### config.mk
export PLATFORM = sky130hd
export DESIGN_NAME = bisection_root_finder
export DESIGN_NICKNAME = d
export VERILOG_FILES = /design/src/rtl/brf_pkg.sv /design/src/rtl/brf_datapath.sv /design/src/rtl/brf_control.sv /design/src/rtl/bisection_root_finder.sv
export SDC_FILE = /design/constraint.sdc
export NUM_CORES = 2
export LEC_CHECK = 0
export BUFFER_PORTS_ARGS = -buffer_cell sky130_fd_sc_hd__buf_4
export CORE_UTILIZATION = 46
export CTS_CLUSTER_SIZE = 28
export DETAILED_ROUTE_END_ITERATION = 10
export PLACE_DENSITY = 0.61
export SYNTH_ARGS = -nofsm -noshare
export SYNTH_HDL_FRONTEND = slang
export SYNTH_SLANG_ARGS = --single-unit
### constraint.sdc
create_clock -name clk -period 23.7 [get_ports clk]
set_input_delay 2.37 -clock clk [delete_from_list [all_inputs] [get_ports clk]]
set_output_delay 2.37 -clock clk [all_outputs]
set_load 0.005 [all_outputs]
### src/rtl/brf_pkg.sv
package brf_pkg;

  // Fixed widths of the data fields
  localparam int unsigned POINT_W     = 32;
  localparam int unsigned RESID_W     = 64;
  localparam int unsigned SPAN_W      = POINT_W + 1;
  localparam int unsigned TOL_W       = 31;
  localparam int unsigned STEP_W      = 10;
  localparam int unsigned CFG_IDX_W   = 2;
  localparam int unsigned CFG_DATA_W  = 32;

  // Default fraction bits of the fixed-point format
  localparam int unsigned FRAC_BITS_DEFAULT = 16;

  // Configuration register indexes
  localparam logic [CFG_IDX_W-1:0] CFG_TOLERANCE   = 2'd0;
  localparam logic [CFG_IDX_W-1:0] CFG_MAX_ITER    = 2'd1;
  localparam logic [CFG_IDX_W-1:0] CFG_COEF_LINEAR = 2'd2;
  localparam logic [CFG_IDX_W-1:0] CFG_COEF_CONST  = 2'd3;

  // Configuration reset values
  localparam logic [TOL_W-1:0]          TOLERANCE_RST   = 31'd3;
  localparam logic [STEP_W-1:0]         MAX_ITER_RST    = 10'd99;
  localparam logic signed [POINT_W-1:0] COEF_LINEAR_RST = 32'sd1638;
  localparam logic signed [POINT_W-1:0] COEF_CONST_RST  = -32'sd262144;

  // Commands from controller to datapath
  typedef struct packed {
    logic load;       // capture interval ends
    logic square;     // x*x term
    logic linear;     // k1*x term
    logic sum_first;  // f at the lower end
    logic sum_step;   // f at the midpoint
    logic midpoint;   // new midpoint, step count up
    logic decide;     // move one end, halve the width
    logic publish;    // load the output word
  } cmd_t;

  // Status from datapath to controller
  typedef struct packed {
    logic stop;       // converged or at the step limit
  } status_t;

  // Controller states
  typedef enum logic [6:0] {
    ST_IDLE   = 7'b0000001,
    ST_SQUARE = 7'b0000010,
    ST_LINEAR = 7'b0000100,
    ST_SUM    = 7'b0001000,
    ST_MID    = 7'b0010000,
    ST_DECIDE = 7'b0100000,
    ST_FINISH = 7'b1000000
  } state_t;

endpackage

### src/rtl/brf_datapath.sv
module brf_datapath
  import brf_pkg::*;
#(
  parameter int unsigned FRAC_BITS = FRAC_BITS_DEFAULT
) (
  input  logic                         clk,
  input  logic                         rst,
  input  logic                         cfg_we,
  input  logic [CFG_IDX_W-1:0]         cfg_index,
  input  logic [CFG_DATA_W-1:0]        cfg_data,
  input  logic signed [POINT_W-1:0]    left_end,
  input  logic signed [POINT_W-1:0]    right_end,
  input  cmd_t                         cmd,
  output status_t                      status,
  output logic signed [POINT_W-1:0]    root,
  output logic [STEP_W-1:0]            halves,
  output logic                         limit_reached
);

  // Configuration registers
  logic [TOL_W-1:0]          tolerance;
  logic [STEP_W-1:0]         max_iterations;
  logic signed [POINT_W-1:0] coef_linear;
  logic signed [POINT_W-1:0] coef_const;

  // Search state
  logic signed [POINT_W-1:0] lower_point;
  logic signed [POINT_W-1:0] upper_point;
  logic signed [RESID_W-1:0] lower_residual;
  logic signed [SPAN_W-1:0]  half_width;
  logic [STEP_W-1:0]         step_count;
  logic signed [POINT_W-1:0] eval_x;
  logic signed [RESID_W-1:0] sq_term;
  logic signed [RESID_W-1:0] lin_term;
  logic signed [RESID_W-1:0] resid;

  // Combinational terms
  logic signed [POINT_W-1:0] mul_a;
  logic signed [RESID_W-1:0] prod;
  logic signed [RESID_W-1:0] f_sum;
  logic signed [SPAN_W-1:0]  end_sum;
  logic signed [SPAN_W-1:0]  span_half;
  logic [RESID_W-1:0]        resid_mag;
  logic [STEP_W-1:0]         limit;
  logic                      converged;
  logic                      same_sign;
  logic                      lower_pos, lower_neg, resid_pos, resid_neg;

  // Configuration writes
  always_ff @(posedge clk) begin
    if (rst) begin
      tolerance      <= TOLERANCE_RST;
      max_iterations <= MAX_ITER_RST;
      coef_linear    <= COEF_LINEAR_RST;
      coef_const     <= COEF_CONST_RST;
    end else if (cfg_we) begin
      case (cfg_index)
        CFG_TOLERANCE:   tolerance      <= cfg_data[TOL_W-1:0];
        CFG_MAX_ITER:    max_iterations <= cfg_data[STEP_W-1:0];
        CFG_COEF_LINEAR: coef_linear    <= $signed(cfg_data);
        CFG_COEF_CONST:  coef_const     <= $signed(cfg_data);
        default: ;
      endcase
    end
  end

  // Shared multiplier: x*x on the square step, k1*x on the linear step
  assign mul_a = cmd.square ? eval_x : coef_linear;
  assign prod  = RESID_W'(mul_a) * RESID_W'(eval_x);
  assign f_sum = sq_term + lin_term + RESID_W'(coef_const);

  // Midpoint with floor rounding
  assign end_sum   = SPAN_W'(lower_point) + SPAN_W'(upper_point);
  assign span_half = half_width >>> 1;

  // Stop test
  assign resid_mag = resid[RESID_W-1] ? RESID_W'(-resid) : RESID_W'(resid);
  assign limit     = (max_iterations == '0) ? STEP_W'(1) : max_iterations;
  assign converged = (resid_mag < RESID_W'(tolerance)) &&
                     (span_half < $signed({2'b00, tolerance}));
  assign status.stop = converged || (step_count >= limit);

  // Sign comparison of f(lower) and f(mid)
  assign lower_pos = !lower_residual[RESID_W-1] && (lower_residual != '0);
  assign lower_neg = lower_residual[RESID_W-1];
  assign resid_pos = !resid[RESID_W-1] && (resid != '0);
  assign resid_neg = resid[RESID_W-1];
  assign same_sign = (lower_pos && resid_pos) || (lower_neg && resid_neg);

  // Search registers
  always_ff @(posedge clk) begin
    if (cmd.load) begin
      lower_point <= left_end;
      upper_point <= right_end;
      half_width  <= SPAN_W'(right_end) - SPAN_W'(left_end);
      step_count  <= '0;
      eval_x      <= left_end;
    end
    if (cmd.square) sq_term  <= prod >>> FRAC_BITS;
    if (cmd.linear) lin_term <= prod >>> FRAC_BITS;
    if (cmd.sum_first) lower_residual <= f_sum;
    if (cmd.sum_step)  resid <= f_sum;
    if (cmd.midpoint) begin
      eval_x     <= end_sum[SPAN_W-1:1];
      step_count <= step_count + STEP_W'(1);
    end
    if (cmd.decide) begin
      if (same_sign) begin
        lower_point    <= eval_x;
        lower_residual <= resid;
      end else begin
        upper_point <= eval_x;
      end
      half_width <= span_half;
    end
  end

  // Output word
  always_ff @(posedge clk) begin
    if (cmd.publish) begin
      root          <= eval_x;
      halves        <= step_count;
      limit_reached <= (step_count == limit);
    end
  end

  // Steps stay within the limit
  a_step_in_limit: assert property (@(posedge clk) disable iff (rst)
    cmd.decide |-> (step_count != '0) && (step_count <= limit))
    else $error("step count outside limit at decide");

  a_mid_count: assert property (@(posedge clk) disable iff (rst)
    cmd.midpoint |=> step_count == $past(step_count) + STEP_W'(1))
    else $error("step count not advanced by midpoint");

endmodule

### src/rtl/brf_control.sv
module brf_control
  import brf_pkg::*;
(
  input  logic    clk,
  input  logic    rst,
  input  logic    in_valid,
  output logic    in_ready,
  output logic    out_valid,
  input  logic    out_ready,
  input  status_t status,
  output cmd_t    cmd
);

  state_t state, state_next;
  logic   first, first_next;
  logic   out_free;

  assign in_ready = (state == ST_IDLE);
  assign out_free = !out_valid || out_ready;

  // Next state and commands
  always_comb begin
    state_next = state;
    first_next = first;
    cmd        = '0;
    case (state)
      ST_IDLE: begin
        if (in_valid) begin
          cmd.load   = 1'b1;
          first_next = 1'b1;
          state_next = ST_SQUARE;
        end
      end
      ST_SQUARE: begin
        cmd.square = 1'b1;
        state_next = ST_LINEAR;
      end
      ST_LINEAR: begin
        cmd.linear = 1'b1;
        state_next = ST_SUM;
      end
      ST_SUM: begin
        first_next = 1'b0;
        if (first) begin
          cmd.sum_first = 1'b1;
          state_next    = ST_MID;
        end else begin
          cmd.sum_step = 1'b1;
          state_next   = ST_DECIDE;
        end
      end
      ST_MID: begin
        cmd.midpoint = 1'b1;
        state_next   = ST_SQUARE;
      end
      ST_DECIDE: begin
        cmd.decide = 1'b1;
        state_next = status.stop ? ST_FINISH : ST_MID;
      end
      ST_FINISH: begin
        if (out_free) begin
          cmd.publish = 1'b1;
          state_next  = ST_IDLE;
        end
      end
      default: state_next = ST_IDLE;
    endcase
  end

  // State and output word valid
  always_ff @(posedge clk) begin
    if (rst) begin
      state     <= ST_IDLE;
      first     <= 1'b0;
      out_valid <= 1'b0;
    end else begin
      state <= state_next;
      first <= first_next;
      if (cmd.publish) begin
        out_valid <= 1'b1;
      end else if (out_ready) begin
        out_valid <= 1'b0;
      end
    end
  end

  a_no_overwrite: assert property (@(posedge clk) disable iff (rst)
    cmd.publish |-> (!out_valid || out_ready))
    else $error("output word overwritten before taken");

  a_accept_busy: assert property (@(posedge clk) disable iff (rst)
    (in_valid && in_ready) |=> !in_ready && first)
    else $error("ready after accept");

  a_stop_finish: assert property (@(posedge clk) disable iff (rst)
    (state == ST_DECIDE && status.stop) |=> state == ST_FINISH)
    else $error("stop did not end the search");

endmodule

### src/rtl/bisection_root_finder.sv
// Bisection root finder for f(x) = x*x + coef_linear*x + coef_const in signed
// fixed point (FRAC_BITS fraction bits, Q16.16 by default). Each input word
// gives an interval; the block bisects it until both |f(mid)| and the interval
// width drop below tolerance, or until max_iterations steps (0 acts as 1), and
// returns the last midpoint, the step count and a flag set when the count
// equals the limit. One search runs at a time. Each step has a midpoint state,
// two passes through the single 32x32 multiplier for x*x and k1*x, a sum state
// and a decision state; evaluating f at the lower end adds a square, a linear
// and a sum pass up front. A finished result sits in an output register and is
// loaded once that register is free; the next word is accepted as soon as the
// result is loaded there, as out_valid rises. Configuration is to be written
// only while idle; the block itself does not enforce it.
module bisection_root_finder
  import brf_pkg::*;
#(
  parameter int unsigned FRAC_BITS = FRAC_BITS_DEFAULT
) (
  input  logic                      clk,
  input  logic                      rst,
  input  logic                      cfg_we,
  input  logic [CFG_IDX_W-1:0]      cfg_index,
  input  logic [CFG_DATA_W-1:0]     cfg_data,
  input  logic                      in_valid,
  output logic                      in_ready,
  input  logic signed [POINT_W-1:0] left_end,
  input  logic signed [POINT_W-1:0] right_end,
  output logic                      out_valid,
  input  logic                      out_ready,
  output logic signed [POINT_W-1:0] root,
  output logic [STEP_W-1:0]         halves,
  output logic                      limit_reached
);

  cmd_t    cmd;
  status_t status;

  brf_control u_control (
    .clk       (clk),
    .rst       (rst),
    .in_valid  (in_valid),
    .in_ready  (in_ready),
    .out_valid (out_valid),
    .out_ready (out_ready),
    .status    (status),
    .cmd       (cmd)
  );

  brf_datapath #(
    .FRAC_BITS (FRAC_BITS)
  ) u_datapath (
    .clk           (clk),
    .rst           (rst),
    .cfg_we        (cfg_we),
    .cfg_index     (cfg_index),
    .cfg_data      (cfg_data),
    .left_end      (left_end),
    .right_end     (right_end),
    .cmd           (cmd),
    .status        (status),
    .root          (root),
    .halves        (halves),
    .limit_reached (limit_reached)
  );

endmodule
# After elaboration in Yosys (flattened, before gate mapping)
# Cells that the tools add are included.
[word_totals]
wordCells = 108
mem_bits_ro = 0
mem_count = 0
latch_bits = 0
ff_bits = 520
ramBits = 0
output_inout_bits = 45
in_bits = 103
[classes]
magnitude_cmp = 3
mul = 1
n_bitwise = 1
addsub = 6
shifts = 0
muxes = 38
eq_ne = 13
n_reduce_logical = 26
div = 0
[ops]
columns = ["operator", "count"]
rows = [
  ["$mux 32", 11],
  ["$mux 64", 4],
  ["$reduce_bool 64->1", 2],
  ["$lt 64x31->1", 1],
  ["$mul 32x32->64", 1],
  ["$neg 64->64", 1],
  ["$add 49x32->50", 1],
  ["$add 48x48->49", 1],
  ["$pmux 7 s7", 1],
  ["$add 32x32->33", 1],
  ["$sub 32x32->33", 1],
  ["$lt 32x32->1", 1],
  ["$mux 10", 3],
  ["$mux 7", 3],
  ["$reduce_and 2->1", 7],
  ["$mux 1", 13],
  ["$add 10x1->10 const B", 1],
  ["$eq 10x10->1", 1],
  ["$ge 10x10->1", 1],
  ["$logic_not 10->1", 1],
  ["$reduce_bool 2->1", 4],
  ["$eq 7x1->1 const B", 1],
  ["$eq 7x2->1 const B", 1],
  ["$eq 7x3->1 const B", 1],
  ["16 further kinds", 25],
]

# Depth between registers and ports, before layout
[depth]
ltp_word = 7
mapped_depth = 34
ltp_nobuf = 32

# Modules after synthesis
# A second synthesis with hierarchy kept.
[hier_totals]
cells_unflattened = 6795
area_unflattened_um2 = 64558.2
[by_module_without_submodules]
columns = ["module", "area_each_um2", "seq_area_each_um2", "cells_per_inst", "n_inst"]
rows = [
  ["brf_datapath", 64068.9, 12562.0, 6740, 1],
  ["brf_control", 489.2, 180.2, 55, 1],
]

# Worst setup path after synthesis
# Ideal clock, no wire load.
[synth_timing]
path_kind = "register to register"
from = "register u_control.state[0]"
to = "register u_datapath.lin_term[47] (netlist name)"
arrival_time_ns = 9.199
stages_incl_launch_ff = 29
n_path_buf = 2
setup_ns = 0.264
required_ns = 23.436
period_less_slack_ns = 9.463
setup_slack_ns = 14.237
cell_sequence = "dfxtp_1 nor3_1 nand3_1 inv_2 clkbuf_1 clkbuf_1 o21ai_0 fa_1 inv_1 fa_1 fa_1 inv_1 fa_1 inv_1 fa_1 fa_1 fa_1 fa_1 ha_1 a21oi_1 o21ai_0 a211oi_1 and3_1 a31o_2 a21oi_1 a221oi_1 o21ai_1 a21oi_1 xnor2_1"
[synth_between]
elab_chain_len = 4
[synth_rtl]
columns = ["element", "line", "text"]
rows = [
  ["from (decl)", "brf_control.sv:14", "state_t state, state_next;"],
  ["from (signal assigned)", "brf_control.sv:77", "state <= state_next;"],
  ["$eq 7x2->1", "brf_control.sv:26", "case (state)"],
  ["$mux 1", "brf_control.sv:26", ""],
  ["$mux 32", "brf_datapath.sv:68", "assign mul_a = cmd.square ? eval_x : coef_linear;"],
  ["$mul 32x32->64", "brf_datapath.sv:69", "assign prod = RESID_W'(mul_a) * RESID_W'(eval_x);"],
  ["net u_datapath.prod[63]", "brf_datapath.sv:39", "logic signed [RESID_W-1:0] prod;"],
]
# The timed path passes the listed nets, and every way through them passes these cells.
# A chain may end at the register's enable or synchronous reset.

# Final worst setup path
[layout_timing]
from = "register u_control.state[0]"
to = "register u_datapath.sq_term[26], data pin"
[layout_between]
elab_chain_len = 4
[layout_rtl]
columns = ["element", "line", "text"]
rows = [
  ["$eq 7x2->1", "brf_control.sv:26", ""],
  ["$mux 1", "brf_control.sv:26", ""],
  ["$mux 32", "brf_datapath.sv:68", ""],
  ["$mul 32x32->64", "brf_datapath.sv:69", ""],
  ["net u_datapath.prod[42]", "brf_datapath.sv:39", ""],
  ["to (signal assigned)", "brf_datapath.sv:99", "if (cmd.square) sq_term <= prod >>> FRAC_BITS;"],
  ["to (decl)", "brf_datapath.sv:33", "logic signed [RESID_W-1:0] sq_term;"],
]
# The timed path passes the listed nets, and every way through them passes these cells.

==> results summary <==
The endpoint arrival time on the critical path is 11.37 ns. The standard cell core area came out at 137000 um2. The worst hold path belongs to the class flop to flop. The overall track demand over capacity in global routing is 0.287. The number of placement rows came out at 136. The synthesized netlist contains 87 unique library cells.

The initial antenna violation count is 6. The accumulated negative setup slack came out at 0 ns. Along the worst path, the maximum fanout reaches approximately 80.

The count of flip-flops with a built-in enable after synthesis came out at 263. Setup repair after global routing left no endpoint under its margin. The share of final-layout standard cells stronger than drive strength 1 came out at 0.0571. The worst setup path is launched from a flop.

The required time of the critical path is 24.09 ns. Averaged over all synthesized cells, the footprint is 9.38 um2. The buffer levels on the longest clock path is 3. The flow ran to the end, and the final reports show no timing, DRC or antenna violations. Among the stages of the critical path, the cell type that occurs most often is sky130_fd_sc_hd__fa_1. The hold buffer count at cts is 0. During synthesis, Yosys emitted a total of 0 warnings. The gate count of the mapped netlist came out at 6778.

Counting flops with an async set or reset pin after synthesis yields a share of 0. In the routed design, unresolved DRC markers number 0. Fill cells in the final layout number ~13000. The placed wire-length estimate after detailed placement is 152000 um. The number of nets in the layout is 8334.

In this run the clock root is driven by a sky130_fd_sc_hd__clkbuf_16. The pin count of the biggest net entering global routing came out at between 70 and 80. The sequential share of the synthesized area came out at 0.200. The setup path with the least slack is of type flop to flop.

TritonCTS built the clock tree. The total congestion overflow after global routing came out at 0. The H-tree level count is 2.

On the critical path, the stage with the largest delay is an instance of sky130_fd_sc_hd__a211oi_1. The hold violation total from the final report is 0. The clock latency of the later-clocked register in the worst-skew pair is 0.64 ns.

Across all layers, the routed design uses 47900 vias. The DRC violation total after the first TritonRoute iteration is 4392. The count of buffer and inverter cells on the critical path is 4.

The total clock sinks came out at 505. The number of global-route vias before repair came out at 49700. The net count after synthesis came out at 8375. By area the synthesized netlist is led by sky130_fd_sc_hd__fa_1, sky130_fd_sc_hd__edfxtp_1, sky130_fd_sc_hd__dfxtp_1. The critical path endpoint category is a flop. The worst slew margin relative to its limit is 0.277. The overall die width is 374 um. The count of final setup violators came out at 0.

The largest stage delay on the critical path is just under 0.9 ns. The time the worst path needs with I/O delays and setup came out at 10.99 ns. The floorplan die height is 374 um. The max capacitance violation total came out at 0.

The total count of max-transition violations in the final report came out at 0. The average wire length per cell after detail routing came out at 23.0 um. The number of register bits inferred by synthesis came out at 505. Of the available clock period, the critical path in the final layout requires 0.464. The residual antenna-violating net count after detailed routing came out at 0.

The quantity of I/O buffers inserted on ports came out at ~150. Clock-pin slew was measured on the worst setup and hold paths at 0.06 ns. From synthesis to final layout, the design area changed by 7.09%. The final layout contains routed wiring with a total length of between 150000 and 200000 um. The count of pins on the block boundary came out at 148. Broken down by cell family, the worst path's largest delay share belongs to adder cells.

Between clock sinks in the finished design, the worst skew comes to 0.0292 ns. Summed over all instances, the cell type with the most area after synthesis is sky130_fd_sc_hd__fa_1. Based on the critical path, the design can be clocked at up to 0.0910 GHz. The share of synthesized area in the top cell type comes to 0.356. The first detailed-routing pass ran for 5 iterations. At the end of routability-driven placement, the weighted congestion stood at between 0.9 and 1. For the pin with the worst max-slew slack, the measured transition is about 1.1 ns. Once the clock tree was built, the resizer swapped 0 gates to a different size. The wire length of the first global-routing pass came out at between 300000 and 400000 um. Buffers inserted during clock tree synthesis total 51. The count of buffers added by post-CTS timing repair for setup came out at 0. The cell area that synthesis handed to floorplanning was 63600 um2.

The initial standard-cell utilization of the core is 0.463. The area of the die came out at 140000 um2. The commonest register cell after synthesis is sky130_fd_sc_hd__edfxtp_1.

In the routed layout, each cell is associated on average with a via count of around 5.6.
path summary, 6_finish.rpt:
| check | from | endpoint | slack (ns) | cells after the start |
|---|---|---|---|---|
| setup / recovery | u_control.state[0]$_SDFFE_PP1P_ | u_datapath.sq_term[26]$_DFFE_PP_ | 12.71 | 28 |
| hold reg to reg | u_datapath.tolerance[23]$_SDFFE_PP0P_ | u_datapath.tolerance[23]$_SDFFE_PP0P_ | 0.45 | 2 |
| setup reg to reg | u_control.state[0]$_SDFFE_PP1P_ | u_datapath.sq_term[26]$_DFFE_PP_ | 12.71 | 28 |
| hold / removal | u_datapath.tolerance[23]$_SDFFE_PP0P_ | u_datapath.tolerance[23]$_SDFFE_PP0P_ | 0.45 | 2 |
sequential cells by signal, indices dropped and copies added, names as in the netlist, 7 cells and up:
| register | count |
|---|---|
| u_datapath.coef_linear | 32 |
| u_datapath.sq_term | 48 |
| u_datapath.coef_const | 32 |
| u_datapath.halves | 10 |
| u_datapath.lin_term | 48 |
| u_datapath.lower_point | 32 |
| u_datapath.lower_residual | 64 |
| u_datapath.root | 32 |
| u_control.state | 7 |
| u_datapath.tolerance | 31 |
| u_datapath.max_iterations | 10 |
| u_datapath.upper_point | 32 |
| u_datapath.resid | 50 |
| u_datapath.eval_x | 32 |
| u_datapath.step_count | 10 |
| u_datapath.half_width | 32 |
per-stage QoR:
step / std cells / cell area (um2) / utilization / hold slack (ns) / setup WS [ns]
after global routing: 8573 / 68100 / 0.496 / 0.470 / 12.25
final: 8574 / 68100 / 0.496 / 0.455 / 12.71
after CTS: 8573 / 68100 / 0.496 / 0.456 / 12.82
after detailed placement: 8478 / 66400 / 0.484 / 0.447 / 12.86
after floorplan: 6778 / 63600 / - / 0.424 / 14.24
after global placement: 8478 / 66400 / 0.484 / 0.439 / 13.11
cells by family after synthesis:
group           synth area share
xor+xnor                  0.0277
simple gates               0.161
fa+ha+maj                  0.428
mux                      0.00535
flops                      0.200
compound gates            0.0909
buf+inv                   0.0866
tightest hold or removal path, cell delays in order, from the launching register on:
cell and delay (ns):
sky130_fd_sc_hd__dfxtp_1 0.31, sky130_fd_sc_hd__nand2_1 0.05, sky130_fd_sc_hd__a21oi_1 0.05
synthesized netlist by cell type, types with 6 or more instances:
cell type / n
sky130_fd_sc_hd__nor3_1: 46
sky130_fd_sc_hd__mux2i_1: 34
sky130_fd_sc_hd__edfxtp_1: 263
sky130_fd_sc_hd__o31ai_1: 20
sky130_fd_sc_hd__nand2_1: 1070
sky130_fd_sc_hd__fa_1: 1132
sky130_fd_sc_hd__a31oi_1: 54
sky130_fd_sc_hd__nor2_1: 247
sky130_fd_sc_hd__nand4_1: 34
sky130_fd_sc_hd__a221oi_1: 10
sky130_fd_sc_hd__o21ai_1: 8
sky130_fd_sc_hd__o2111ai_1: 7
sky130_fd_sc_hd__or4_1: 6
sky130_fd_sc_hd__o211ai_1: 11
sky130_fd_sc_hd__xor2_1: 70
sky130_fd_sc_hd__a2bb2oi_1: 7
sky130_fd_sc_hd__clkbuf_1: 324
sky130_fd_sc_hd__a21o_1: 109
sky130_fd_sc_hd__a21boi_0: 6
sky130_fd_sc_hd__dfxtp_1: 242
sky130_fd_sc_hd__nor4_1: 33
sky130_fd_sc_hd__o21bai_1: 20
sky130_fd_sc_hd__o21ai_0: 223
sky130_fd_sc_hd__or3_1: 13
sky130_fd_sc_hd__buf_1: 6
sky130_fd_sc_hd__a21oi_1: 303
sky130_fd_sc_hd__or2_2: 12
sky130_fd_sc_hd__and3_1: 29
sky130_fd_sc_hd__and2_1: 503
sky130_fd_sc_hd__a211oi_1: 24
sky130_fd_sc_hd__o22ai_1: 7
sky130_fd_sc_hd__a21bo_1: 6
sky130_fd_sc_hd__nand3b_1: 27
sky130_fd_sc_hd__nand2b_1: 24
sky130_fd_sc_hd__ha_1: 362
sky130_fd_sc_hd__xnor2_1: 131
sky130_fd_sc_hd__nor2b_1: 26
sky130_fd_sc_hd__clkbuf_2: 8
sky130_fd_sc_hd__a211o_1: 9
sky130_fd_sc_hd__o21a_1: 48
sky130_fd_sc_hd__nand3_1: 52
sky130_fd_sc_hd__o41ai_1: 12
sky130_fd_sc_hd__inv_1: 1103
cell usage in the layout, fill, tap and decap left out, types with 25 or more instances in the layout:
master,n
sky130_fd_sc_hd__fa_1,1132
sky130_fd_sc_hd__inv_1,1102
sky130_fd_sc_hd__nand2_1,1061
sky130_fd_sc_hd__and2_1,503
sky130_fd_sc_hd__ha_1,362
sky130_fd_sc_hd__a21oi_1,303
sky130_fd_sc_hd__edfxtp_1,263
sky130_fd_sc_hd__buf_4,251
sky130_fd_sc_hd__nor2_1,243
sky130_fd_sc_hd__dfxtp_1,242
sky130_fd_sc_hd__o21ai_0,222
sky130_fd_sc_hd__xnor2_1,131
sky130_fd_sc_hd__a21o_1,109
sky130_fd_sc_hd__xor2_1,70
sky130_fd_sc_hd__a31oi_1,54
sky130_fd_sc_hd__clkbuf_16,53
sky130_fd_sc_hd__nand3_1,52
sky130_fd_sc_hd__o21a_1,48
sky130_fd_sc_hd__nor3_1,46
sky130_fd_sc_hd__nand4_1,34
sky130_fd_sc_hd__mux2i_1,34
sky130_fd_sc_hd__nor4_1,33
sky130_fd_sc_hd__and3_1,29
sky130_fd_sc_hd__nand3b_1,27
sky130_fd_sc_hd__nor2b_1,25
cell type report:
| class | count | area, um2 | share of cell area |
|---|---|---|---|
| flip-flops and latches | 505 | 12700 | 0.187 |
| clock buffers | 70 | 1410 | 0.0207 |
| well taps | 1794 | 2240 | 0.0330 |
| inverters | 1104 | 4150 | 0.0609 |
| multi-input cells | 4824 | 45400 | 0.667 |
| clock inverters | 25 | 256 | 0.00377 |
| repair buffers | 251 | 1880 | 0.0277 |
| diodes | 1 | 2.50 | 0.0000367 |
metal layers:
layer  up-vias  GRT usage  wire length (um)
met5         -          0                21
met4         4     0.0977              7660
met3       370     0.0385             15400
met2      1938      0.462             90300
met1     24400      0.398             84000
li1      21200          -                 -
Power is not shown: default switching activity piles up to over one toggle a cycle in this logic, so the estimate is an artifact.
